<file path="config.mk">
export PLATFORM = sky130hd
export DESIGN_NAME = sbc_bin_quant
export DESIGN_NICKNAME = d
export VERILOG_FILES = /design/src/hw/rtl/sbc_pkg.sv /design/src/hw/rtl/sbc_bin_quant.sv
export SDC_FILE = /design/constraint.sdc
export NUM_CORES = 1
export LEC_CHECK = 0
export ABC_CLOCK_PERIOD_IN_PS = 8100
export BUFFER_PORTS_ARGS = -buffer_cell sky130_fd_sc_hd__buf_2
export CELL_PAD_IN_SITES_DETAIL_PLACEMENT = 1
export CELL_PAD_IN_SITES_GLOBAL_PLACEMENT = 1
export CORE_ASPECT_RATIO = 0.7
export CORE_MARGIN = 2
export CORE_UTILIZATION = 48
export DETAILED_ROUTE_END_ITERATION = 12
export PLACE_DENSITY_LB_ADDON = 0.15
export SETUP_SLACK_MARGIN = 0.4
export SYNTH_ARGS = -nofsm -noshare
export SYNTH_HDL_FRONTEND = slang
export SYNTH_SLANG_ARGS = --single-unit
</file>
<file path="constraint.sdc">
create_clock -name clock -period 8.1 [get_ports clock]
set_input_delay 1.215 -clock clock [delete_from_list [all_inputs] [get_ports clock]]
set_output_delay 1.215 -clock clock [all_outputs]
set_load 0.02 [all_outputs]
</file>
<file path="src/hw/rtl/sbc_pkg.sv">
package sbc_pkg;

   localparam int COORD_WIDTH_DEF = 24;
   localparam int MAX_SUBDIV_DEF  = 64;

   localparam int CORDIC_STEPS = 16;
   localparam int PRESCALE_SH  = 8;
   localparam int GAIN_Q16     = 107922;
   localparam int GAIN_W       = 18;
   localparam int PI_Q16       = 205887;
   localparam int HALF_PI_Q16  = 102944;
   localparam int TWO_PI_Q16   = 411775;

   // signed angle accumulator and unsigned final angle widths
   localparam int ANGLE_W = 20;
   localparam int ANG_W   = 19;

   // reciprocal shift for the constant divisions in the binning
   localparam int RECIP_SH = 40;

   localparam int SUBDIV_W = 7;
   localparam logic [SUBDIV_W-1:0] SUBDIV_RESET = 7'd16;

   localparam int CSR_IDX_W = 2;
   localparam logic [CSR_IDX_W-1:0] CSR_CENTER_X = 2'd0;
   localparam logic [CSR_IDX_W-1:0] CSR_CENTER_Y = 2'd1;
   localparam logic [CSR_IDX_W-1:0] CSR_CENTER_Z = 2'd2;
   localparam logic [CSR_IDX_W-1:0] CSR_SUBDIV   = 2'd3;

   localparam int AZ_W  = 6;
   localparam int INC_W = 6;
   localparam int IDX_W = 12;

   localparam int ATAN_Q16 [CORDIC_STEPS] = '{
      51472, 30386, 16055, 8150, 4091, 2047, 1024, 512,
      256, 128, 64, 32, 16, 8, 4, 2
   };

endpackage

</file>
<file path="src/hw/rtl/sbc_bin_quant.sv">
// floor(angle*n/DIVISOR) clamped to n-1, three register stages
module sbc_bin_quant #(
   parameter int NW      = 7,
   parameter int BW      = 6,
   parameter int DIVISOR = 411775
) (
   input  logic                        clock,
   input  logic                        en,
   input  logic [sbc_pkg::ANG_W-1:0]   angle,
   input  logic [NW-1:0]               n,
   output logic [BW-1:0]               bin
);
   import sbc_pkg::*;

   localparam longint RECIP = (64'd1 << RECIP_SH) / DIVISOR;
   localparam int PW = ANG_W + NW;
   localparam int RW = $clog2(RECIP + 1);
   localparam int QW = NW + 2;
   localparam int MW = (PW + RW > RECIP_SH + QW) ? PW + RW : RECIP_SH + QW;

   logic [PW-1:0] p_ff, p_in;
   logic [PW-1:0] p2_ff;
   logic [MW-1:0] prod;
   logic [QW-1:0] q0_ff, q0_in;
   logic [PW-1:0] qc, rem;
   logic [QW-1:0] q, qn;
   logic [BW-1:0] bin_ff, bin_in;

   assign p_in = PW'(angle) * PW'(n);

   // reciprocal estimate is low by at most one
   always_comb begin
      prod  = MW'(p_ff) * MW'(RECIP);
      q0_in = prod[RECIP_SH +: QW];
   end

   always_comb begin
      qc  = PW'(q0_ff) * PW'(DIVISOR);
      rem = p2_ff - qc;
      q   = (rem >= PW'(DIVISOR)) ? q0_ff + QW'(1) : q0_ff;
      qn  = QW'(n) - QW'(1);
      bin_in = (q > qn) ? BW'(qn) : BW'(q);
   end

   always_ff @(posedge clock) begin
      if (en) begin
         p_ff   <= p_in;
         p2_ff  <= p_ff;
         q0_ff  <= q0_in;
         bin_ff <= bin_in;
      end
   end

   assign bin = bin_ff;

endmodule

</file>
[Word level (Yosys, flattened, before mapping)]
Index checks and enable logic that the tools add are counted.
Storage, ports and cells
  register bits after elaboration: 66
  input port bits: 28
  output and inout port bits: 6
  word-level logic and storage cells: 14
Cells by class
  $add $sub $neg: 3
  multipliers: 3
  $lt $le $gt $ge: 2
  mux-type cells: 2
Operators by type and width (number)
  multiplier 26 x 22 -> 48 bit, second input constant: 1
  >= comparator 26 x 19 -> 1 bit, second input constant: 1
  multiplier 19 x 7 -> 26 bit: 1
  multiplier 8 x 19 -> 26 bit, second input constant: 1
  subtractor 26 bit: 1
  adder 8 x 1 -> 9 bit, second input constant: 1
  > comparator 9 bit: 1
  two-way mux 9 bit: 1
  subtractor 7 x 1 -> 8 bit, second input constant: 1
  two-way mux 6 bit: 1

[Longest topological paths before layout]
Gate-level depths: netlist of the first run.
  depth in word-level cells: 6
  gate-level depth with buffers: 34
  mapped depth without buffers: 32

[Least setup slack after synthesis of the first run]
Ideal clock, no wire load.
  path kind: flip-flop to flip-flop
  from: register q0_ff[6]
  to: register bin_ff[3], in the netlist bin[3], data pin
  setup time: 0.265 ns
  arrival time: 7.285 ns
  data required time: 7.835 ns
  setup slack: 0.551 ns
  cell stages (with the launch flop): 33
  buffers on the path: 1
  clock period less this slack: 7.549 ns
  cell sequence: edfxtp_1 inv_1 fa_1 fa_1 inv_1 fa_1 inv_1 fa_1 inv_1 ha_1 buf_2 a211o_1 a21oi_2 nor3b_2 a22oi_2 a31oi_2 mux2_4 a2111oi_2 nand4_1 nor4_2 mux2_2 ha_1 nor2b_1 o21a_1 o21a_1 o21ai_0 nand2b_1 a21oi_1 nor2b_1 o21ai_0 a21oi_1 inv_1 a31oi_1
On the way
  longest elaborated chain between the ends: 6
  elaborated cells between the ends (all ways): 7
  those cells by class: 2 x add/sub; 1 x mul; 2 x order compare; 2 x mux
Ends and longest elaborated chain
  from (decl): line sbc_bin_quant.sv:24  | logic [QW-1:0] q0_ff, q0_in;
  from (signal assigned): line sbc_bin_quant.sv:49  | q0_ff <= q0_in;
  multiplier 8 x 19 -> 26 bit: line sbc_bin_quant.sv:38  | qc = PW'(q0_ff) * PW'(DIVISOR);
  subtractor 26 bit: line sbc_bin_quant.sv:39  | rem = p2_ff - qc;
  >= comparator 26 x 19 -> 1 bit: line sbc_bin_quant.sv:40  | q = (rem >= PW'(DIVISOR)) ? q0_ff + QW'(1) : q0_ff;
  two-way mux 9 bit (*): line sbc_bin_quant.sv:40
  > comparator 9 bit: line sbc_bin_quant.sv:42  | bin_in = (q > qn) ? BW'(qn) : BW'(q);
  two-way mux 6 bit (*): line sbc_bin_quant.sv:42
  net bin_in[3]: line sbc_bin_quant.sv:27  | logic [BW-1:0] bin_ff, bin_in;
  to (signal assigned): line sbc_bin_quant.sv:50  | bin_ff <= bin_in;
  to (decl): line sbc_bin_quant.sv:27
The timed path passes the listed nets; every way through them passes the cells marked *.
A chain may end at the register's enable or synchronous reset.

[Worst setup path after layout of the first run]
Ends and elaborated chain as after synthesis.

==> results of run 1 <==
## placed cells by master (no fill, tap or decap), types with 33 or more instances in the layout
cell type  instances
edfxtp_1          66
inv_1            447
buf_4             53
a21oi_1           46
ha_1             324
buf_2             33
fa_1             355
nor2_1            47
xnor2_1           41
and2_1            41
nand2_1          136
## layer usage
layer  global-route usage  up-vias  share of wire
met5                    0        -              0
met4               0.0386        0          0.013
met3               0.0664       35          0.062
met2                0.404      255           0.45
met1                0.389     6587           0.48
li1                     -     5834              -
## state kept, by name, summed over array words and instances, names as in the netlist
register / cells
bin: 6
q0_ff: 8
p_ff: 26
p2_ff: 26
## final cells by class
cell class	instances	share of cell area
clock buffer	9	0.0112
timing repair buffer	87	0.0287
inverter	452	0.0847
multi-input combinational	1257	0.741
tap	496	0.0310
sequential	66	0.0989
clock inverter	7	0.00418
## critical path, delay by kind of cell (launching register included)
| family | cells | cell delay, ns |
|---|---|---|
| fa+ha+maj | 6 | 2.65 |
| compound gates | 12 | 2.15 |
| flops | 1 | 0.42 |
| simple gates | 8 | 1.11 |
| buf+inv | 6 | 0.59 |
| mux | 1 | 0.33 |
## cells in the mapped netlist, drive strengths merged, types with 4 or more instances
| library cell | count | share of area |
|---|---|---|
| a311oi | 5 | 0.0024 |
| and3 | 6 | 0.0020 |
| and2 | 41 | 0.014 |
| a2111oi | 4 | 0.0023 |
| o21bai | 6 | 0.0024 |
| xnor2 | 42 | 0.020 |
| o21a | 12 | 0.0053 |
| a31oi | 13 | 0.0047 |
| nor3 | 15 | 0.0043 |
| a211oi | 6 | 0.0024 |
| nor2 | 48 | 0.0098 |
| or3 | 4 | 0.0014 |
| ha | 329 | 0.22 |
| xor2 | 14 | 0.0066 |
| nand2 | 136 | 0.028 |
| fa | 358 | 0.39 |
| a21oi | 51 | 0.014 |
| nand4 | 14 | 0.0047 |
| inv | 452 | 0.092 |
| mux2i | 4 | 0.0022 |
| clkbuf | 16 | 0.0033 |
| buf | 9 | 0.0030 |
| a21o | 25 | 0.010 |
| o21ai | 32 | 0.0089 |
| nor2b | 16 | 0.0054 |
| nand2b | 11 | 0.0037 |
| edfxtp | 66 | 0.11 |
| nand3 | 17 | 0.0049 |
## logic make-up after synthesis
kind of cell / after synthesis / share of synthesized area
adders and majority gates: 687 / 0.611
buffers and inverters: 477 / 0.0982
and+or+nand+nor: 325 / 0.0855
AOI/OAI and AO/OA: 183 / 0.0672
DFF: 66 / 0.107
xor gates and xnor gates: 56 / 0.0270
muxes: 6 / 0.00359
## stage by stage
stage / utilization / worst slack (ns)
6_report: 0.525 / 0.654
5_1_grt: 0.525 / 0.244
4_1_cts: 0.517 / 0.397
3_5_place_dp: 0.508 / 0.0776
3_3_place_gp: 0.508 / 0.352
2_1_floorplan: - / 0.551
## worst max path at each step
stage | startpoint | cells past startpoint | slack [ns] | endpoint
floorplan | q0_ff[6] | 32 | 0.55 | bin[3]
global placement | q0_ff[6] | 31 | 0.35 | bin[3]
detailed placement | q0_ff[7] | 31 | 0.08 | bin[5]
CTS | q0_ff[7] | 31 | 0.40 | bin[5]
global route | q0_ff[6] | 33 | 0.24 | bin[3]
finish | q0_ff[6] | 33 | 0.65 | bin[3]
## what timing repair did
action                     in CTS  in global routing
hold buffers                    0                  0
buffers inserted                2                 21
resized for setup              13                 31
setup endpoints to repair       7                 10
pin swaps                       3                 17
==> qor.yml, run 1 <==
global_route:
  antenna_found_initial: 0
  grt_pass1_vias: 14236
  grt_pass1_wl_microns: 80200
  grtUsageTotal: 0.265
  overflow: 0
  grt_max_degree: 67
setup_path:
  regToRegEndpoint: "bin[3]"
  reg2reg_slack_ns: 0.65
  crit_fanout: 11
  critical_path_required_ns: 8.28
  arrival_ns: 7.63
  crit_slowest_cell: "fa_1"
  crit_type: "reg -> reg"
  end_kind: "flop"
  max_stage_delay_ns: 0.55
  start_kind: "flop"
  timing.rr.start: "q0_ff[6]"
  r2r_cells: 33
hold_path:
  hold_class: "reg -> reg"
  hold_depth: 1
  hp-start: "p_ff[12]"
  min_to: "p2_ff[12]"
floorplan:
  fp.dieH_microns: 168
  io_pins: 34
  die_w_microns: 238
  die_area_sq_um: 40100
  core-area_sq_um: 38100
  start_util: 0.484
  rows: 60
routing:
  dr.pass1.iters: 5
  antenna_left: 0
  wl_per_cell_microns: 21.3
  via_count: 12711
  vias_per_cell: 5.35
  drt_iter0_markers: 573
  route.detailed.drc: 0
  drt_wl_total_microns: 50500
clock_network:
  path_clk_slew_ns: 0.06
  cts_tree: "built"
  cts_buffers: 9
  cts.sinks: 66
  cts_root_buf: "clkbuf_16"
  clk_latency_ns: 0.35
  h-tree-depth: 3
  cts_max_path_buffers: 2
placement:
  dpl.cell_count: 2335
  dp_hpwl_microns: 43800
  place_congestion: 0.973
  placed_area_sq_um: 19400
  portBuffers: 33
timing:
  finalHoldViolations: 0
  slew_headroom: 0.358
  finClkSkew_ns: 0.00876
  holdWs_ns: 0.629
  max_freq_mhz: 134
  slew_viol_final: 0
  finalCritPeriodShare: 0.919
  tns_ns: 0
  rsz0062_at_grt: "true"
  worst_pin_slew_ns: 0.963
  min_period_ns: 7.45
  setup_violations: 0
final_layout:
  diodes: 0
  syn_to_final_growth_pct: 8.53
  final-seq-area_sq_um: 1980
  fillers: 4275
  multi_input_area_sq_um: 14900
  final_area_sq_um: 20000
  drive_above_1_share: 0.0815
  fin_nets: 2588
  fin_cells: 2374
yosys:
  synth_cells: 1800
  syn_area_per_cell_sq_um: 10.3
  synth-main-ff-cell: "edfxtp_1"
  synthesis.nets: 2515
  synth-edff-count: 66
  seq_area_frac_synth: 0.107
  synthesis.area_sq_um: 18500
  synth-seq-cells: 66
  async_flop_share: 0
  yosysUniqueCellTypes: 76
  yosysWarnings: 0
run:
  max-cap-violations: 0
outcome:
  outcome: "finished clean"
Power of run 1 is left out: the tool's default activity adds up to more than one toggle a clock period on the data nets, which glitch-free logic cannot reach.
==> run 2: changes to the inputs <==
Settings changed: PLACE_DENSITY_LB_ADDON 0.15 to 0.1.
==> run 2 against run 1 <==
Effect of this change:
- clock skew is essentially flat
- core utilization grew 0.32 points
- via count fell by 1.3%
- critical endpoint is now q0_ff[6]
==> qor.yml, run 2 (synthesized netlist as in run 1, its figures left out) <==
clock_network:
  holdBufCountCts: 0  # unchanged
  cts_root_buf: "clkbuf_16"  # unchanged
  cts_max_path_buffers: 2  # unchanged
  cts.sinks: 66  # unchanged
  path_clk_slew_ns: 0.06  # about the same
  cts_tree: "built"  # unchanged
  h-tree-depth: 3  # unchanged
  cts_buffers: 9  # unchanged
  clk_latency_ns: 0.38  # was 0.35 ns
placement:
  dp_hpwl_microns: 43300  # was 43800 microns
  place_congestion: 0.899  # was 0.973
  portBuffers: 33  # unchanged
run:
  max-cap-violations: 0  # unchanged
routing:
  drt_wl_total_microns: 48600  # was 50500 microns
  antenna_left: 0  # unchanged
  via_count: 12543  # was 12711
  wl_per_cell_microns: 20.4  # was 21.3 microns
  route.detailed.drc: 0  # unchanged
  drt_iter0_markers: 556  # was 573
  vias_per_cell: 5.25  # was 5.35
  dr.pass1.iters: 4  # was 5
final_layout:
  syn_to_final_growth_pct: 9.20  # was 8.53%
  drive_above_1_share: 0.0867  # was 0.0815
  fin_nets: 2602  # was 2588
  diodes: 0  # unchanged
  layout_common_cells: "inv_1, fa_1, ha_1"  # unchanged
  final_common_cell: "inv_1"  # unchanged
  reg_top3: "p2_ff: 26 flops, p_ff: 26 flops, q0_ff: 8 flops"  # unchanged
floorplan:
  fp.dieH_microns: 168  # unchanged
  start_util: 0.484  # unchanged
  die_w_microns: 238  # unchanged
  rows: 60  # unchanged
  core-area_sq_um: 38100  # unchanged
  die_area_sq_um: 40100  # unchanged
  io_pins: 34  # unchanged
global_route:
  overflow: 0  # unchanged
  grt_max_degree: 67  # unchanged
  grt_pass1_vias: 13694  # was 14236
  grt_pass1_wl_microns: 78200  # was 80200 microns
  antenna_found_initial: 0  # unchanged
  grtUsageTotal: 0.258  # was 0.265
setup_path:
  startpoint: "p_ff[12]"  # was q0_ff[6]
  r2r_cells: 24  # was 33
  timing.rr.start: "p_ff[12]"  # was q0_ff[6]
  crit_chain: "fa_1, fa_1, fa_1, fa_1, inv_1, fa_1, inv_1, fa_1, inv_1, fa_1, inv_1, ha_1, nand3_1, nor3_4, o21ai_1, o41ai_1, buf_4, a21oi_1, buf_4, a311oi_1, a2111oi_2, o21bai_1, xor2_1, buf_4"
  max_stage_delay_ns: 0.63  # was 0.55 ns
  crit_family: "adder cells"  # unchanged
  regToRegEndpoint: "q0_ff[6]"  # was bin[3]
  crit_buf_inv: 7  # was 6
  end_kind: "flop"  # unchanged
  crit_slowest_cell: "fa_1"  # unchanged
  critical_path_required_ns: 8.24  # was 8.28 ns
  start_kind: "flop"  # unchanged
  crit_fanout: 5  # was 11
  crit_type: "reg -> reg"  # unchanged
  worst-path-stages: 24  # was 33
  reg2reg_slack_ns: 0.70  # was 0.65 ns
  crit_top_cell: "fa_1"
  crit_end: "q0_ff[6]"  # was bin[3]
  arrival_ns: 7.55  # was 7.63 ns
timing:
  finalHoldViolations: 0  # unchanged
  slew_headroom: 0.359  # was 0.358
  finClkSkew_ns: 0.00847  # was 0.00876 ns
  slew_viol_final: 0  # unchanged
  min_period_ns: 7.40  # was 7.45 ns
  setup_violations: 0  # unchanged
  max_freq_mhz: 135  # was 134 MHz
  finalCritPeriodShare: 0.914  # was 0.919
  tns_ns: 0  # unchanged
  worst_pin_slew_ns: 0.962  # was 0.963 ns
  rsz0062_at_grt: "false"  # was true
outcome:
  outcome: "finished clean"  # unchanged
hold_path:
  hold_class: "reg -> reg"  # unchanged
  hp-start: "p_ff[7]"  # was p_ff[12]
==> run 2: repair_timing <==
item                       CTS  global route
pin swaps                    4            23
setup endpoints to repair   12            12
resized for setup           14            32
buffers inserted             3            25
==> run 2: area by class of cell <==
| class | instances | area, sq um |
|---|---|---|
| Tap cell | 496 | 621 |
| Timing Repair Buffer | 101 | 683 |
| Sequential cell | 66 | 1980 |
| Fill cell | 4196 | 18000 |
| Multi-Input combinational cell | 1257 | 14900 |
| Inverter | 452 | 1700 |
| Clock inverter | 7 | 98.8 |
| Clock buffer | 9 | 225 |
==> run 2: worst min path at each step <==
stage                          end  slack (ns)  cells past startpoint
after global routing      p2_ff[7]        0.73                      1
after CTS                 p2_ff[7]        0.70                      1
after floorplan           p2_ff[0]        0.64                      0
after global placement    p2_ff[7]        0.68                      1
after detailed placement  p2_ff[7]        0.69                      1
final                     p2_ff[7]        0.70                      1
==> run 2: layer usage <==
| layer | global-route usage | up-vias | share of wire |
|---|---|---|---|
| li1 | - | 5862 | - |
| met1 | 0.394 | 6503 | 0.50 |
| met2 | 0.392 | 157 | 0.45 |
| met3 | 0.0456 | 21 | 0.043 |
| met4 | 0.0353 | 0 | 0.0077 |
| met5 | 0 | - | 0 |
==> run 2: per-stage QoR <==
step            util  hold WS, ns  instance area (sq um)  std cells  setup slack [ns]
2_1_floorplan      -        0.637                  18500       1800             0.551
3_3_place_gp   0.510        0.683                  19400       2344             0.298
3_5_place_dp   0.510        0.690                  19400       2344           -0.0225
4_1_cts        0.520        0.704                  19800       2363             0.402
5_1_grt        0.529        0.731                  20200       2388             0.370
6_report       0.529        0.705                  20200       2388             0.695
Power of run 2 is left out for the same reason.
