[config.mk]
export PLATFORM = sky130hd
export DESIGN_NAME = sbc_cordic_step
export DESIGN_NICKNAME = d
export VERILOG_FILES = /design/src/hw/rtl/sbc_pkg.sv /design/src/hw/rtl/sbc_cordic_step.sv
export SDC_FILE = /design/constraint.sdc
export NUM_CORES = 1
export LEC_CHECK = 0
export ABC_AREA = 1
export BUFFER_PORTS_ARGS = -buffer_cell sky130_fd_sc_hd__buf_2
export CORE_ASPECT_RATIO = 0.5
export CORE_MARGIN = 2
export CORE_UTILIZATION = 40
export CTS_BUF_LIST = sky130_fd_sc_hd__clkbuf_4 sky130_fd_sc_hd__clkbuf_8
export DETAILED_ROUTE_END_ITERATION = 8
export PLACE_DENSITY = 0.63
export REMOVE_ABC_BUFFERS = 1
export SLEW_MARGIN = 40
export SYNTH_ARGS = -nofsm -noshare
export SYNTH_HDL_FRONTEND = slang
export SYNTH_SLANG_ARGS = --single-unit
[constraint.sdc]
create_clock -name clock -period 4.2 [get_ports clock]
set_input_delay 0.42 -clock clock [delete_from_list [all_inputs] [get_ports clock]]
set_output_delay 0.42 -clock clock [all_outputs]
set_load 0.005 [all_outputs]
[src/hw/rtl/sbc_pkg.sv]
package sbc_pkg;

   localparam int COORD_WIDTH_DEF = 24;
   localparam int MAX_SUBDIV_DEF  = 64;

   localparam int CORDIC_STEPS = 16;
   localparam int PRESCALE_SH  = 8;
   localparam int GAIN_Q16     = 107922;
   localparam int GAIN_W       = 18;
   localparam int PI_Q16       = 205887;
   localparam int HALF_PI_Q16  = 102944;
   localparam int TWO_PI_Q16   = 411775;

   // signed angle accumulator and unsigned final angle widths
   localparam int ANGLE_W = 20;
   localparam int ANG_W   = 19;

   // reciprocal shift for the constant divisions in the binning
   localparam int RECIP_SH = 40;

   localparam int SUBDIV_W = 7;
   localparam logic [SUBDIV_W-1:0] SUBDIV_RESET = 7'd16;

   localparam int CSR_IDX_W = 2;
   localparam logic [CSR_IDX_W-1:0] CSR_CENTER_X = 2'd0;
   localparam logic [CSR_IDX_W-1:0] CSR_CENTER_Y = 2'd1;
   localparam logic [CSR_IDX_W-1:0] CSR_CENTER_Z = 2'd2;
   localparam logic [CSR_IDX_W-1:0] CSR_SUBDIV   = 2'd3;

   localparam int AZ_W  = 6;
   localparam int INC_W = 6;
   localparam int IDX_W = 12;

   localparam int ATAN_Q16 [CORDIC_STEPS] = '{
      51472, 30386, 16055, 8150, 4091, 2047, 1024, 512,
      256, 128, 64, 32, 16, 8, 4, 2
   };

endpackage

[src/hw/rtl/sbc_cordic_step.sv]
module sbc_cordic_step #(
   parameter int W     = 38,
   parameter int SHIFT = 0,
   parameter int ATAN  = 0,
   parameter int SBW   = 1
) (
   input  logic                                 clock,
   input  logic                                 reset,
   input  logic                                 en,
   input  logic                                 src_valid,
   input  logic signed [W-1:0]                  src_x,
   input  logic signed [W-1:0]                  src_y,
   input  logic signed [sbc_pkg::ANGLE_W-1:0]   src_z,
   input  logic [SBW-1:0]                       src_side,
   output logic                                 dst_valid,
   output logic signed [W-1:0]                  dst_x,
   output logic signed [W-1:0]                  dst_y,
   output logic signed [sbc_pkg::ANGLE_W-1:0]   dst_z,
   output logic [SBW-1:0]                       dst_side
);
   import sbc_pkg::*;

   localparam logic signed [ANGLE_W-1:0] STEP_ANGLE = ANGLE_W'(ATAN);

   logic                      valid_ff;
   logic signed [W-1:0]       x_ff, x_in;
   logic signed [W-1:0]       y_ff, y_in;
   logic signed [ANGLE_W-1:0] z_ff, z_in;
   logic [SBW-1:0]            side_ff;
   logic signed [W-1:0]       xs, ys;

   always_comb begin
      xs = src_x >>> SHIFT;
      ys = src_y >>> SHIFT;
      if (!src_y[W-1]) begin
         x_in = src_x + ys;
         y_in = src_y - xs;
         z_in = src_z + STEP_ANGLE;
      end else begin
         x_in = src_x - ys;
         y_in = src_y + xs;
         z_in = src_z - STEP_ANGLE;
      end
   end

   always_ff @(posedge clock) begin
      if (reset) begin
         valid_ff <= 1'b0;
      end else if (en) begin
         valid_ff <= src_valid;
      end
   end

   always_ff @(posedge clock) begin
      if (en) begin
         x_ff    <= x_in;
         y_ff    <= y_in;
         z_ff    <= z_in;
         side_ff <= src_side;
      end
   end

   assign dst_valid = valid_ff;
   assign dst_x     = x_ff;
   assign dst_y     = y_ff;
   assign dst_z     = z_ff;
   assign dst_side  = side_ff;

endmodule

# Word-level counts from Yosys, hierarchy flattened
# Cells that the tools add are included.
totals:
  wordCells: 10
  regBits: 98
classes:
  mux: 2
  n_addsub: 3
op_table:
  columns: ["cell", "n"]
  rows:
  - ["$mux 38", 2]
  - ["$sub 38x38->38", 2]
  - ["$add 38x38->38", 1]

# Logic depth before layout (Yosys ltp)
# Gate-level depths: netlist of the first run.
logic_depth:
  ltp_word: 2
  ltp_mapped: 18
  mapped_depth_nobuf: 17

# Worst setup path before layout of the first run
# Ideal clock, no wire load.
synth_timing:
  path_kind: "in2reg"
  from: "in src_x[0]"
  to: "reg x_ff[22] (netlist: dst_x[22]) (data pin)"
  required_time_ns: 3.946
  slack_ns: 2.051
  setup_time_ns: 0.254
  arrival_ns: 1.895
  stages: 13
  path_cell_list: "inv_1 -> ha_1 -> fa_1 -> inv_1 -> nand2_1 -> nand3_1 -> a21oi_1 -> o21ai_1 -> nand2_1 -> nand2_1 -> nand2_1 -> nand3_1 -> nand2_1"
synth_between:
  elab_chain_cells: 2
  word_cells_on_any_way: 3
  classes_between: "add/sub: 2; mux: 1"
synth_lines:
  columns: ["element", "line_no", "rtl"]
  rows:
  - ["from (decl)", "sbc_cordic_step.sv:11", "input logic signed [W-1:0] src_x,"]
  - ["$add 38x38->38 or $sub 38x38->38 (tied branches)", "sbc_cordic_step.sv:36, sbc_cordic_step.sv:40", null]
  - ["$mux 38 (*)", "sbc_cordic_step.sv:35", "if (!src_y[W-1]) begin"]
  - ["net x_in[22]", "sbc_cordic_step.sv:26", "logic signed [W-1:0] x_ff, x_in;"]
  - ["to (signal assigned)", "sbc_cordic_step.sv:56", "x_ff <= x_in;"]
  - ["to (decl)", "sbc_cordic_step.sv:26", null]
# The timed path passes the listed nets; every way through them passes the cells marked *.
# A chain may end at the register's enable or synchronous reset.

# Worst setup path in the final report of the first run
layout_timing:
  from: "in src_x[3]"
  to: "reg y_ff[29] (netlist: dst_y[29]) (data pin)"
layout_between:
  elab_chain_cells: 2
  word_cells_on_any_way: 3
  classes_between: "add/sub: 2; mux: 1"
layout_lines:
  columns: ["element", "line_no", "rtl"]
  rows:
  - ["$sub 38x38->38 or $add 38x38->38 (tied branches)", "sbc_cordic_step.sv:37, sbc_cordic_step.sv:41", null]
  - ["$mux 38 (*)", "sbc_cordic_step.sv:35", null]
  - ["net y_in[29]", "sbc_cordic_step.sv:27", "logic signed [W-1:0] y_ff, y_in;"]
  - ["to (signal assigned)", "sbc_cordic_step.sv:57", "y_ff <= y_in;"]
  - ["to (decl)", "sbc_cordic_step.sv:27", null]
# Marked as above.

==> flow_summary_export.csv, run 1 <==
group,metric,value,unit
sta,rsz0062_at_grt,"no",
job,drv_cap,0,
finish,utilization,0.460,
global_route,gr-total-overflow,0,
sta,fin_skew,0,ps
synth,yosys_warnings,0,
sta,drv_slew,0,
finish,diodes,0,
clock_tree,post_cts_buffers,0,
synth,synth_cells,1760,
finish,syn_to_final_growth,12.8,%
route,wl,41.4,mm
synth,ys_types,43,
finish,finalNonFillerCells,2317,
route,drtPass1Iterations,5,
synth,async_flop_share,0,
synth,ys_seq_elements,97,
pwr,power.density,268,nW/um^2
sta,tightest_slew,882,ps
synth,synth_top_area_cell,"edfxtp_1",
synth,synth_edf_count,96,
place,dp.cells,2301,
place,gp_congestion,1.02,
place,dpl.hpwl,35.1,mm
global_route,grt.total_usage,0.276,
sta,period_minus_slack,2820,ps
synth,yosysSeqAreaShare,0.256,
route,first_iter_violations,1106,
synth,ys.flop_type,"edfxtp_1",
die,initial_utilization,0.408,
worst_setup_path,crit_path_cell_trace,"buf_2 > inv_1 > ha_1 > nand2_1 > nor2_2 > nand2_1 > nand3_1 > inv_1 > o21ai_1 > nand2_1 > nand2_1 > nand2_1 > nand3_1 > nand2_1",
sta,relSlewSlack,0.412,
sta,fmax,354,MHz
worst_setup_path,crit_type,"in2reg",
worst_setup_path,critPathLaunchType,"input pin",
sta,finalCritPeriodShare,0.672,
route,remaining_drc_errors,0,
die,fp-row-count,43,
sta,final-hold-violation-count,0,
finish,final_cell_mix,"512 x nand2_1, 279 x inv_1, 197 x buf_2",
worst_setup_path,slowest_delay,490,ps
clock_tree,clk_pin_slew,110,ps
finish,drive_above_1_share,0.142,
hold_path,hp-class,"in2reg",
clock_tree,cts_sinks,97,
worst_setup_path,arrival,3020,ps
clock_tree,h-tree-depth,3,
die,die_w,242,um
route,antenna_left,0,
pwr,ir_worst_vdd,148,uV
synth,avgSynthCellArea,6.45,um^2
clock_tree,cts_buffers,9,
global_route,antenna_found_initial,0,
clock_tree,clk_latency,420,ps
clock_tree,cts_resized,0,
route,vias_per_cell,5.15,
worst_setup_path,critPathMaxFanout,11,
synth,syn_area,11400,um^2
sta,worst_slack,1380,ps
worst_setup_path,cpMostUsedCell,"nand2_1",
worst_setup_path,end_kind,"register",
finish,final_common_cell,"nand2_1",
sta,hold_ws,141,ps
global_route,grt_pass1_vias,11100,
clock_tree,root_buffer,"clkbuf_8",
die,core,27800,um^2
pwr,p_leak,0.00666,uW
die,boundaryPins,199,
global_route,grt_max_degree,73,
sta,tns,0,ps
synth,ys_top_cells_by_area,"edfxtp_1 25%, nand2_1 17%, ha_1 12%",
run_status,status,"completed",
place,dp_worst_setup_slack,1150,ps
worst_setup_path,cp.required,4400,ps
finish,nNetsFinal,2145,
route,wl_per_cell,17.9,um
sta,setup_violations,0,
global_route,grt_pass1_wl,62.3,mm
worst_setup_path,cpMaxStageDelayCell,"o21ai_1",
die,fp.dieH,123,um
route,dr_total_vias,11900,
die,die_area,29800,um^2
place,port_buffers,198,
clock_tree,cts_tree,"yes",
clock_tree,cts_hold_buf,0,
synth,synth_top_area_frac,0.254,
clock_tree,cts_buffer_depth,2,
## logic make-up (layout without fill, tap and decap cells)
family | count (synthesis) | after routing | share of synthesized area
AO/OA/AOI/OAI | 301 | 301 | 0.143
XOR/XNOR | 32 | 32 | 0.0253
adder cells (fa/ha/maj) | 114 | 114 | 0.128
buffers and inverters | 334 | 509 | 0.121
flip-flops | 97 | 97 | 0.256
multiplexers | 2 | 2 | 0.00176
AND/OR/NAND/NOR | 880 | 880 | 0.326
## flip-flops by register name, summed over array words and instances (netlist names)
| name | flops |
|---|---|
| dst_x | 38 |
| dst_y | 37 |
| dst_z | 20 |
| dst_side | 1 |
| dst_valid | 1 |
## path summary, 6_finish.rpt
check             startpoint   endpoint  slack (ps)  cells after the start
setup reg to reg   dst_valid  dst_valid        3620                      2
hold reg to reg    dst_valid  dst_valid         510                      2
setup / recovery    src_x[3]  dst_y[29]        1380                     14
hold / removal         reset  dst_valid         140                      2
## stage by stage
stage | power (uW) | cell area, um^2
finish | 3440 | 12800
CTS | 3430 | 12800
floorplan | 2190 | 11100
global placement | 2780 | 12600
global route | 3670 | 12800
detailed placement | 2780 | 12600
## routing by layer
metal  vias up  track usage  routed length, um
li1       5980            -                  -
met1      5400        0.387              19600
met2       497        0.406              16600
met3        50       0.0914               4460
met4         2       0.0691                717
met5         -       0.0212                 82
## area by class of cell
class | count | area [um^2]
fillers | 3053 | 15000
multi-input cells | 1329 | 7090
flip-flops and latches | 97 | 2900
repair buffers | 209 | 1080
inverters | 284 | 1070
well taps | 382 | 478
clock buffers | 9 | 124
clock inverters | 7 | 72.6
## where the power goes
group          total, uW  internal, uW  switching [uW]
Clock                642           232             410
Combinational       1540           498            1040
Sequential          1260          1220            30.7
## cells in the mapped netlist, types with 4 or more instances
| cell | n |
|---|---|
| o21bai_1 | 12 |
| o21a_1 | 6 |
| inv_2 | 4 |
| o21ai_1 | 15 |
| or2_2 | 4 |
| xor2_1 | 31 |
| nor2_1 | 149 |
| o21ai_0 | 102 |
| nand2_1 | 512 |
| nand4_1 | 9 |
| inv_1 | 280 |
| buf_1 | 6 |
| nor3_1 | 19 |
| clkbuf_1 | 6 |
| nor2_4 | 5 |
| edfxtp_1 | 96 |
| ha_1 | 111 |
| buf_2 | 12 |
| nand3_1 | 149 |
| o22ai_1 | 9 |
| a21oi_1 | 138 |
| buf_4 | 25 |
| a21o_1 | 7 |
| nor2_2 | 11 |
| nand2_2 | 9 |
## critical path, delay by kind of cell
kind            cells  cell delay [ps]
buf+inv             3              290
compound gates      1              490
simple gates        9             1330
fa+ha+maj           1              480
Power figures use the tool's default switching activity.
==> run 2: changes to the inputs <==
--- a/config.mk
+++ b/config.mk
@@ -12,7 +12,7 @@
 export CORE_UTILIZATION = 40
 export CTS_BUF_LIST = sky130_fd_sc_hd__clkbuf_4 sky130_fd_sc_hd__clkbuf_8
 export DETAILED_ROUTE_END_ITERATION = 8
-export PLACE_DENSITY = 0.63
+export PLACE_DENSITY = 0.66
 export REMOVE_ABC_BUFFERS = 1
 export SLEW_MARGIN = 40
 export SYNTH_ARGS = -nofsm -noshare
==> constraint.sdc (replaced) <==
create_clock -name clock -period 2.45 [get_ports clock]
set_input_delay 0.245 -clock clock [delete_from_list [all_inputs] [get_ports clock]]
set_output_delay 0.245 -clock clock [all_outputs]
set_load 0.005 [all_outputs]
==> run 2 against run 1 <==
  * Power up 88%
  * Register-to-register slack lost 1800 ps
  * Wire length rose by 1.5%
  * Worst hold slack lost 79 ps
  * Global-route usage is 0.33 points higher
  * Via count grew 7.2%
  * Die area is the same
  * Critical path depth increased by 2
  * Largest cell class unchanged
  * Highest routed layer is now met4
==> flow_summary_export.csv, run 2 (synthesis gave the netlist of run 1 again) <==
group,metric,value,unit
worst_setup_path,critPathLaunchType,"input pin",
finish,fillers,2841,
worst_setup_path,critPathMaxFanout,3,
place,gp_congestion,0.990,
finish,finalNonFillerCells,2556,
die,core,27800,um^2
worst_setup_path,slowest_delay,420,ps
clock_tree,h-tree-depth,3,
clock_tree,cts_sinks,97,
clock_tree,cts_buffers,9,
worst_setup_path,cpMaxStageDelayCell,"fa_1",
clock_tree,cts_buffer_depth,2,
clock_tree,cts_tree,"yes",
clock_tree,clk_latency,440,ps
worst_setup_path,end_kind,"register",
finish,seq_area,2900,um^2
global_route,grt_pass1_vias,11800,
place,dpl.hpwl,36.0,mm
pwr,ir_worst_vdd,279,uV
global_route,grt_pass1_wl,63.5,mm
die,initial_utilization,0.408,
place,port_buffers,198,
pwr,power.density,438,nW/um^2
global_route,gr-total-overflow,0,
clock_tree,clk_pin_slew,110,ps
die,fp.dieH,123,um
route,drtPass1Iterations,6,
job,drv_cap,0,
clock_tree,post_cts_buffers,0,
finish,drive_above_1_share,0.226,
die,die_w,242,um
worst_setup_path,arrival,2400,ps
clock_tree,cts_hold_buf,22,
place,dp.cells,2518,
sta,finalCritPeriodShare,0.892,
die,fp-row-count,43,
finish,utilization,0.529,
global_route,antenna_found_initial,0,
clock_tree,root_buffer,"clkbuf_8",
route,first_iter_violations,1233,
finish,final_common_cell,"nand2_1",
route,wl,42.1,mm
route,antenna_left,0,
hold_path,hp-class,"in2reg",
finish,diodes,0,
sta,fin_skew,0,ps
sta,setup_violations,0,
sta,tightest_slew,566,ps
route,remaining_drc_errors,0,
global_route,grt.total_usage,0.280,
sta,final-hold-violation-count,0,
sta,relSlewSlack,0.623,
worst_setup_path,crit_type,"in2reg",
route,dr_total_vias,12800,
finish,largest_reg_flops,38,
route,vias_per_cell,5.00,
finish,syn_to_final_growth,29.5,%
sta,drv_slew,0,
sta,period_minus_slack,2190,ps
clock_tree,cts_resized,0,
route,wl_per_cell,16.5,um
global_route,grt_max_degree,51,
finish,final_cell_mix,"512 x nand2_1, 279 x inv_1, 226 x buf_4",
sta,rsz0062_at_grt,"no",
pwr,total_power,6440,uW
die,boundaryPins,199,
sta,hold_ws,62.7,ps
finish,multi_input_area,7090,um^2
worst_setup_path,cpMostUsedCell,"nand2_1",
pwr,p_leak,0.00782,uW
worst_setup_path,crit_path_cell_trace,"buf_2 > buf_4 > ha_1 > fa_1 > nand2_1 > nand2_1 > nand3_1 > nand2_1 > nand2_1 > nand2_1 > nand2_1 > nand2_1 > nand2_1 > nand3_1 > nand3_1 > nand2_1",
worst_setup_path,cp.required,2670,ps
sta,fmax,458,MHz
die,die_area,29800,um^2
finish,nNetsFinal,2384,
run_status,status,"completed",
==> run 2: cell types whose count changed in the layout (fill, tap and decap cells not counted), moves of 2 or more <==
cell,change
buf_4,+215
dlygate4sd3_1,+22
buf_12,+3
clkinv_4,-2
==> run 2: per-layer routing <==
metal	vias up	wire [um]	track usage
met2	470	17700	0.439
met4	0	389	0.0463
met1	5831	19400	0.382
li1	6456	-	-
met5	-	0	0
met3	28	4520	0.0907
==> run 2: stage by stage <==
stage	TNS, ps	cell area (um^2)	setup WS (ps)
2_1_floorplan	0	11100	430
5_1_grt	0	14700	141
6_report	0	14700	264
3_5_place_dp	-1580	14300	-167
3_3_place_gp	-775	14300	-90.4
4_1_cts	0	14700	340
==> run 2: layout make-up <==
type,instances,area share
Clock buffer,9,0.00842
Sequential cell,97,0.197
Clock inverter,7,0.00596
Inverter,284,0.0725
Multi-Input combinational cell,1329,0.482
Tap cell,382,0.0325
Timing Repair Buffer,448,0.201
==> run 2: power by group <==
| part | internal [uW] | switching [uW] |
|---|---|---|
| logic | 1250 | 1860 |
| clock network | 491 | 693 |
| registers | 2100 | 55.2 |
| total | 3840 | 2600 |
==> run 2: final timing paths <==
| check | from | end | slack [ps] | depth (start not counted) |
|---|---|---|---|---|
| worst min-delay path | src_valid | dst_valid | 60 | 3 |
| worst min register to register | dst_valid | dst_valid | 540 | 2 |
| worst max-delay path | src_x[0] | dst_x[34] | 260 | 16 |
| worst max register to register | dst_valid | dst_valid | 1820 | 2 |
==> run 2: critical path, delay by kind of cell <==
kind / cells / cell delay (ps)
AND/OR/NAND/NOR: 12 / 1250
adder cells (fa/ha/maj): 2 / 650
buffers and inverters: 2 / 250
==> run 3: changes to the inputs <==
--- a/config.mk
+++ b/config.mk
@@ -5,14 +5,13 @@
 export SDC_FILE = /design/constraint.sdc
 export NUM_CORES = 1
 export LEC_CHECK = 0
-export ABC_AREA = 1
 export BUFFER_PORTS_ARGS = -buffer_cell sky130_fd_sc_hd__buf_2
 export CORE_ASPECT_RATIO = 0.5
 export CORE_MARGIN = 2
 export CORE_UTILIZATION = 40
 export CTS_BUF_LIST = sky130_fd_sc_hd__clkbuf_4 sky130_fd_sc_hd__clkbuf_8
 export DETAILED_ROUTE_END_ITERATION = 8
-export PLACE_DENSITY = 0.66
+export PLACE_DENSITY = 0.67
 export REMOVE_ABC_BUFFERS = 1
 export SLEW_MARGIN = 40
 export SYNTH_ARGS = -nofsm -noshare
==> run 3 against run 2 <==
  * The flow now finishes with violations (negative setup slack)
  * Clock skew stayed put
  * Clock power is 3% lower
  * Maximum frequency is 15% lower
  * Global-route usage is 1.5 points higher
  * Design area is 2.5% higher
  * Critical path depth is 1 lower
==> flow_summary_export.csv, run 3 <==
group,metric,value,unit
die,die_w,225,um
worst_setup_path,crit_path_cell_trace,"buf_8 > inv_4 > ha_4 > buf_6 > nor2_4 > o311ai_4 > a2111oi_4 > a21oi_4 > buf_4 > nand2_4 > a31oi_2 > buf_6 > o41ai_4 > a21oi_1 > xor2_1",
place,dpl.hpwl,30.5,mm
sta,drv_slew,0,
place,gp_congestion,0.979,
global_route,grt_pass1_vias,10700,
die,boundaryPins,199,
worst_setup_path,path_delay_family,"compound AO/OA/AOI/OAI gates",
finish,final_common_cell,"buf_4",
sta,fin_skew,0,ps
sta,worst_slack,-123,ps
pwr,seqPwrFrac,0.328,
global_route,gr-usage-met1,0.411,
global_route,grt.total_usage,0.295,
pwr,p_leak,0.00692,uW
route,wl,38.1,mm
worst_setup_path,cp_num_cells,15,
pwr,switchingPower,2610,uW
synth,synth_cells,1143,
die,fp-row-count,40,
die,fp.dieH,114,um
clock_tree,cts_tree,"yes",
sta,tns,-604,ps
sta,finalCritPeriodShare,1.05,
worst_setup_path,critPathLaunchType,"input pin",
global_route,grt_pass1_wl,58.3,mm
finish,nNetsFinal,1917,
synth,ys_seq_elements,97,
synth,avgSynthCellArea,8.53,um^2
global_route,grt-busiest-layer,"met2",
die,die_area,25700,um^2
pwr,comb_power_share,0.505,
clock_tree,cts_sinks,97,
worst_setup_path,r2r_slack,1840,ps
clock_tree,root_buffer,"clkbuf_8",
place,dp_worst_setup_slack,-804,ps
clock_tree,cts_buffer_depth,2,
sta,hold_ws,48.6,ps
worst_setup_path,r2r-end,"dst_valid",
pwr,p_int,4190,uW
worst_setup_path,cp_num_buf_inv,5,
worst_setup_path,end_kind,"register",
pwr,power.density,451,nW/um^2
synth,ys_types,80,
global_route,met2_usage,0.468,
worst_setup_path,critPathMaxFanout,3,
synth,synth_top_area_frac,0.296,
finish,final_cell_mix,"368 x buf_4, 186 x buf_2, 125 x a21oi_1",
hold_path,hp-class,"in2reg",
route,dr_total_vias,10800,
sta,setup_violations,11,
finish,syn_to_final_growth,54.7,%
worst_setup_path,arrival,2770,ps
place,port_buffers,198,
global_route,antenna_found_initial,0,
job,drv_cap,0,
worst_setup_path,crit_end,"dst_x[35]",
route,vias_per_cell,5.35,
clock_tree,clk_pin_slew,120,ps
die,core,24000,um^2
worst_setup_path,timing.rr.start,"dst_valid",
route,remaining_drc_errors,0,
worst_setup_path,ff2ff_path_depth,2,
sta,final-hold-violation-count,0,
pwr,power_switching_share,0.384,
pwr,clkPwrFrac,0.168,
clock_tree,clk_latency,440,ps
synth,yosys_warnings,0,
sta,relSlewSlack,0.565,
synth,synth_top_area_cell,"edfxtp_1",
run_status,violations,"negative setup slack",
worst_setup_path,crit_path_start,"src_x[4]",
synth,async_flop_share,0,
synth,synth.most_common_cell,"a21oi_1",
finish,largest_reg_flops,38,
route,first_iter_violations,972,
sta,fmax,389,MHz
synth,ys.flop_type,"edfxtp_1",
worst_setup_path,slowest_delay,500,ps
finish,diodes,0,
synth,ys_top_cells_by_area,"edfxtp_1 30%, ha_1 14%, a21oi_1 7.5%",
worst_setup_path,cpMostUsedCell,"buf_6",
global_route,grt_max_degree,64,
synth,synthTopCellsByCount,"146 x a21oi_1, 111 x ha_1, 109 x inv_1",
synth,yosysSeqAreaShare,0.298,
run_status,status,"finished with violations",
route,drtPass1Iterations,5,
finish,drive_above_1_share,0.434,
route,wl_per_cell,18.9,um
worst_setup_path,cpMaxStageDelayCell,"a2111oi_4",
worst_setup_path,crit_type,"in2reg",
worst_setup_path,cp.required,2650,ps
synth,synth_edf_count,96,
global_route,gr-total-overflow,0,
global_route,gr-usage-met3,0.0670,
route,antenna_left,0,
die,initial_utilization,0.407,
clock_tree,cts_buffers,9,
pwr,ir_worst_vdd,277,uV
sta,tightest_slew,646,ps
sta,rsz0062_at_grt,"yes",
clock_tree,h-tree-depth,3,
sta,period_minus_slack,2570,ps
synth,syn_area,9750,um^2
[run 3: changes by cell type in the layout (fill, tap and decap cells not counted), sizes merged, moves of 18 or more]
cell | before | now
nand3 | 151 | 26
xnor2 | 0 | 63
xor2 | 32 | 9
a211oi | 0 | 24
nor2 | 165 | 95
nor2b | 0 | 18
buf | 426 | 577
o21ai | 119 | 91
inv | 287 | 118
nand2 | 524 | 62
[run 3: tightest hold or removal path, delay by kind of cell]
| family | cells | cell delay (ps) |
|---|---|---|
| mux | 1 | 60 |
| simple gates | 1 | 80 |
| buf+inv | 1 | 80 |
[run 3: kinds of logic (layout without fill, tap and decap cells)]
group           Yosys count  in the layout  synth area share
compound gates          383            383             0.255
simple gates            291            291             0.145
buf+inv                 168            732            0.0700
fa+ha+maj               114            114             0.149
flops                    97             97             0.298
xor+xnor                 72             72            0.0647
mux                      18             18            0.0187
[run 3: layout make-up]
| cell class | instances | area, um^2 |
|---|---|---|
| Inverter | 117 | 452 |
| Clock inverter | 7 | 66.3 |
| Multi-Input combinational cell | 878 | 6900 |
| Timing Repair Buffer | 599 | 4230 |
| Fill cell | 2055 | 8900 |
| Clock buffer | 9 | 124 |
| Sequential cell | 97 | 2900 |
| Tap cell | 315 | 394 |
[run 3: how the worst min path moves through the flow]
stage / slack, ps / to / startpoint / cells past startpoint
6_report: 50 / dst_valid / src_valid / 3
5_1_grt: 70 / dst_valid / src_valid / 3
4_1_cts: 40 / dst_valid / src_valid / 3
3_5_place_dp: 410 / dst_valid / reset / 2
3_3_place_gp: 400 / dst_valid / reset / 2
2_1_floorplan: 320 / dst_valid / reset / 1
[run 3: metrics by stage]
step	cell area [um^2]	util	power [uW]	cells
finish	15100	0.629	6800	2022
floorplan	9500	-	3640	1092
CTS	14600	0.607	6620	2016
detailed placement	13700	0.573	5330	1977
global placement	13700	0.573	5280	1977
global route	15100	0.629	7150	2022
[run 3: timing repair]
action | 4_1_cts | 5_1_grt
hold endpoints to repair | 22 | 0
endpoints found under the setup margin | 44 | 45
setup buffers | 3 | 7
gates resized for setup | 84 | 113
hold buffers | 22 | 0
pin swaps | 46 | 68
[run 3: metal layers]
metal	up-vias	routed length [um]
met4	0	467
li1	5211	-
met2	398	17000
met3	36	3000
met1	5178	17700
met5	-	0
[run 3: power groups by stage]
| stage | clock [uW] | combinational [uW] | sequential (uW) |
|---|---|---|---|
| 6_report | 1140 | 3430 | 2230 |
| 5_1_grt | 1210 | 3690 | 2260 |
| 4_1_cts | 1160 | 3220 | 2230 |
| 3_5_place_dp | 0 | 3060 | 2270 |
| 3_3_place_gp | 0 | 3020 | 2260 |
| 2_1_floorplan | 0 | 1350 | 2290 |
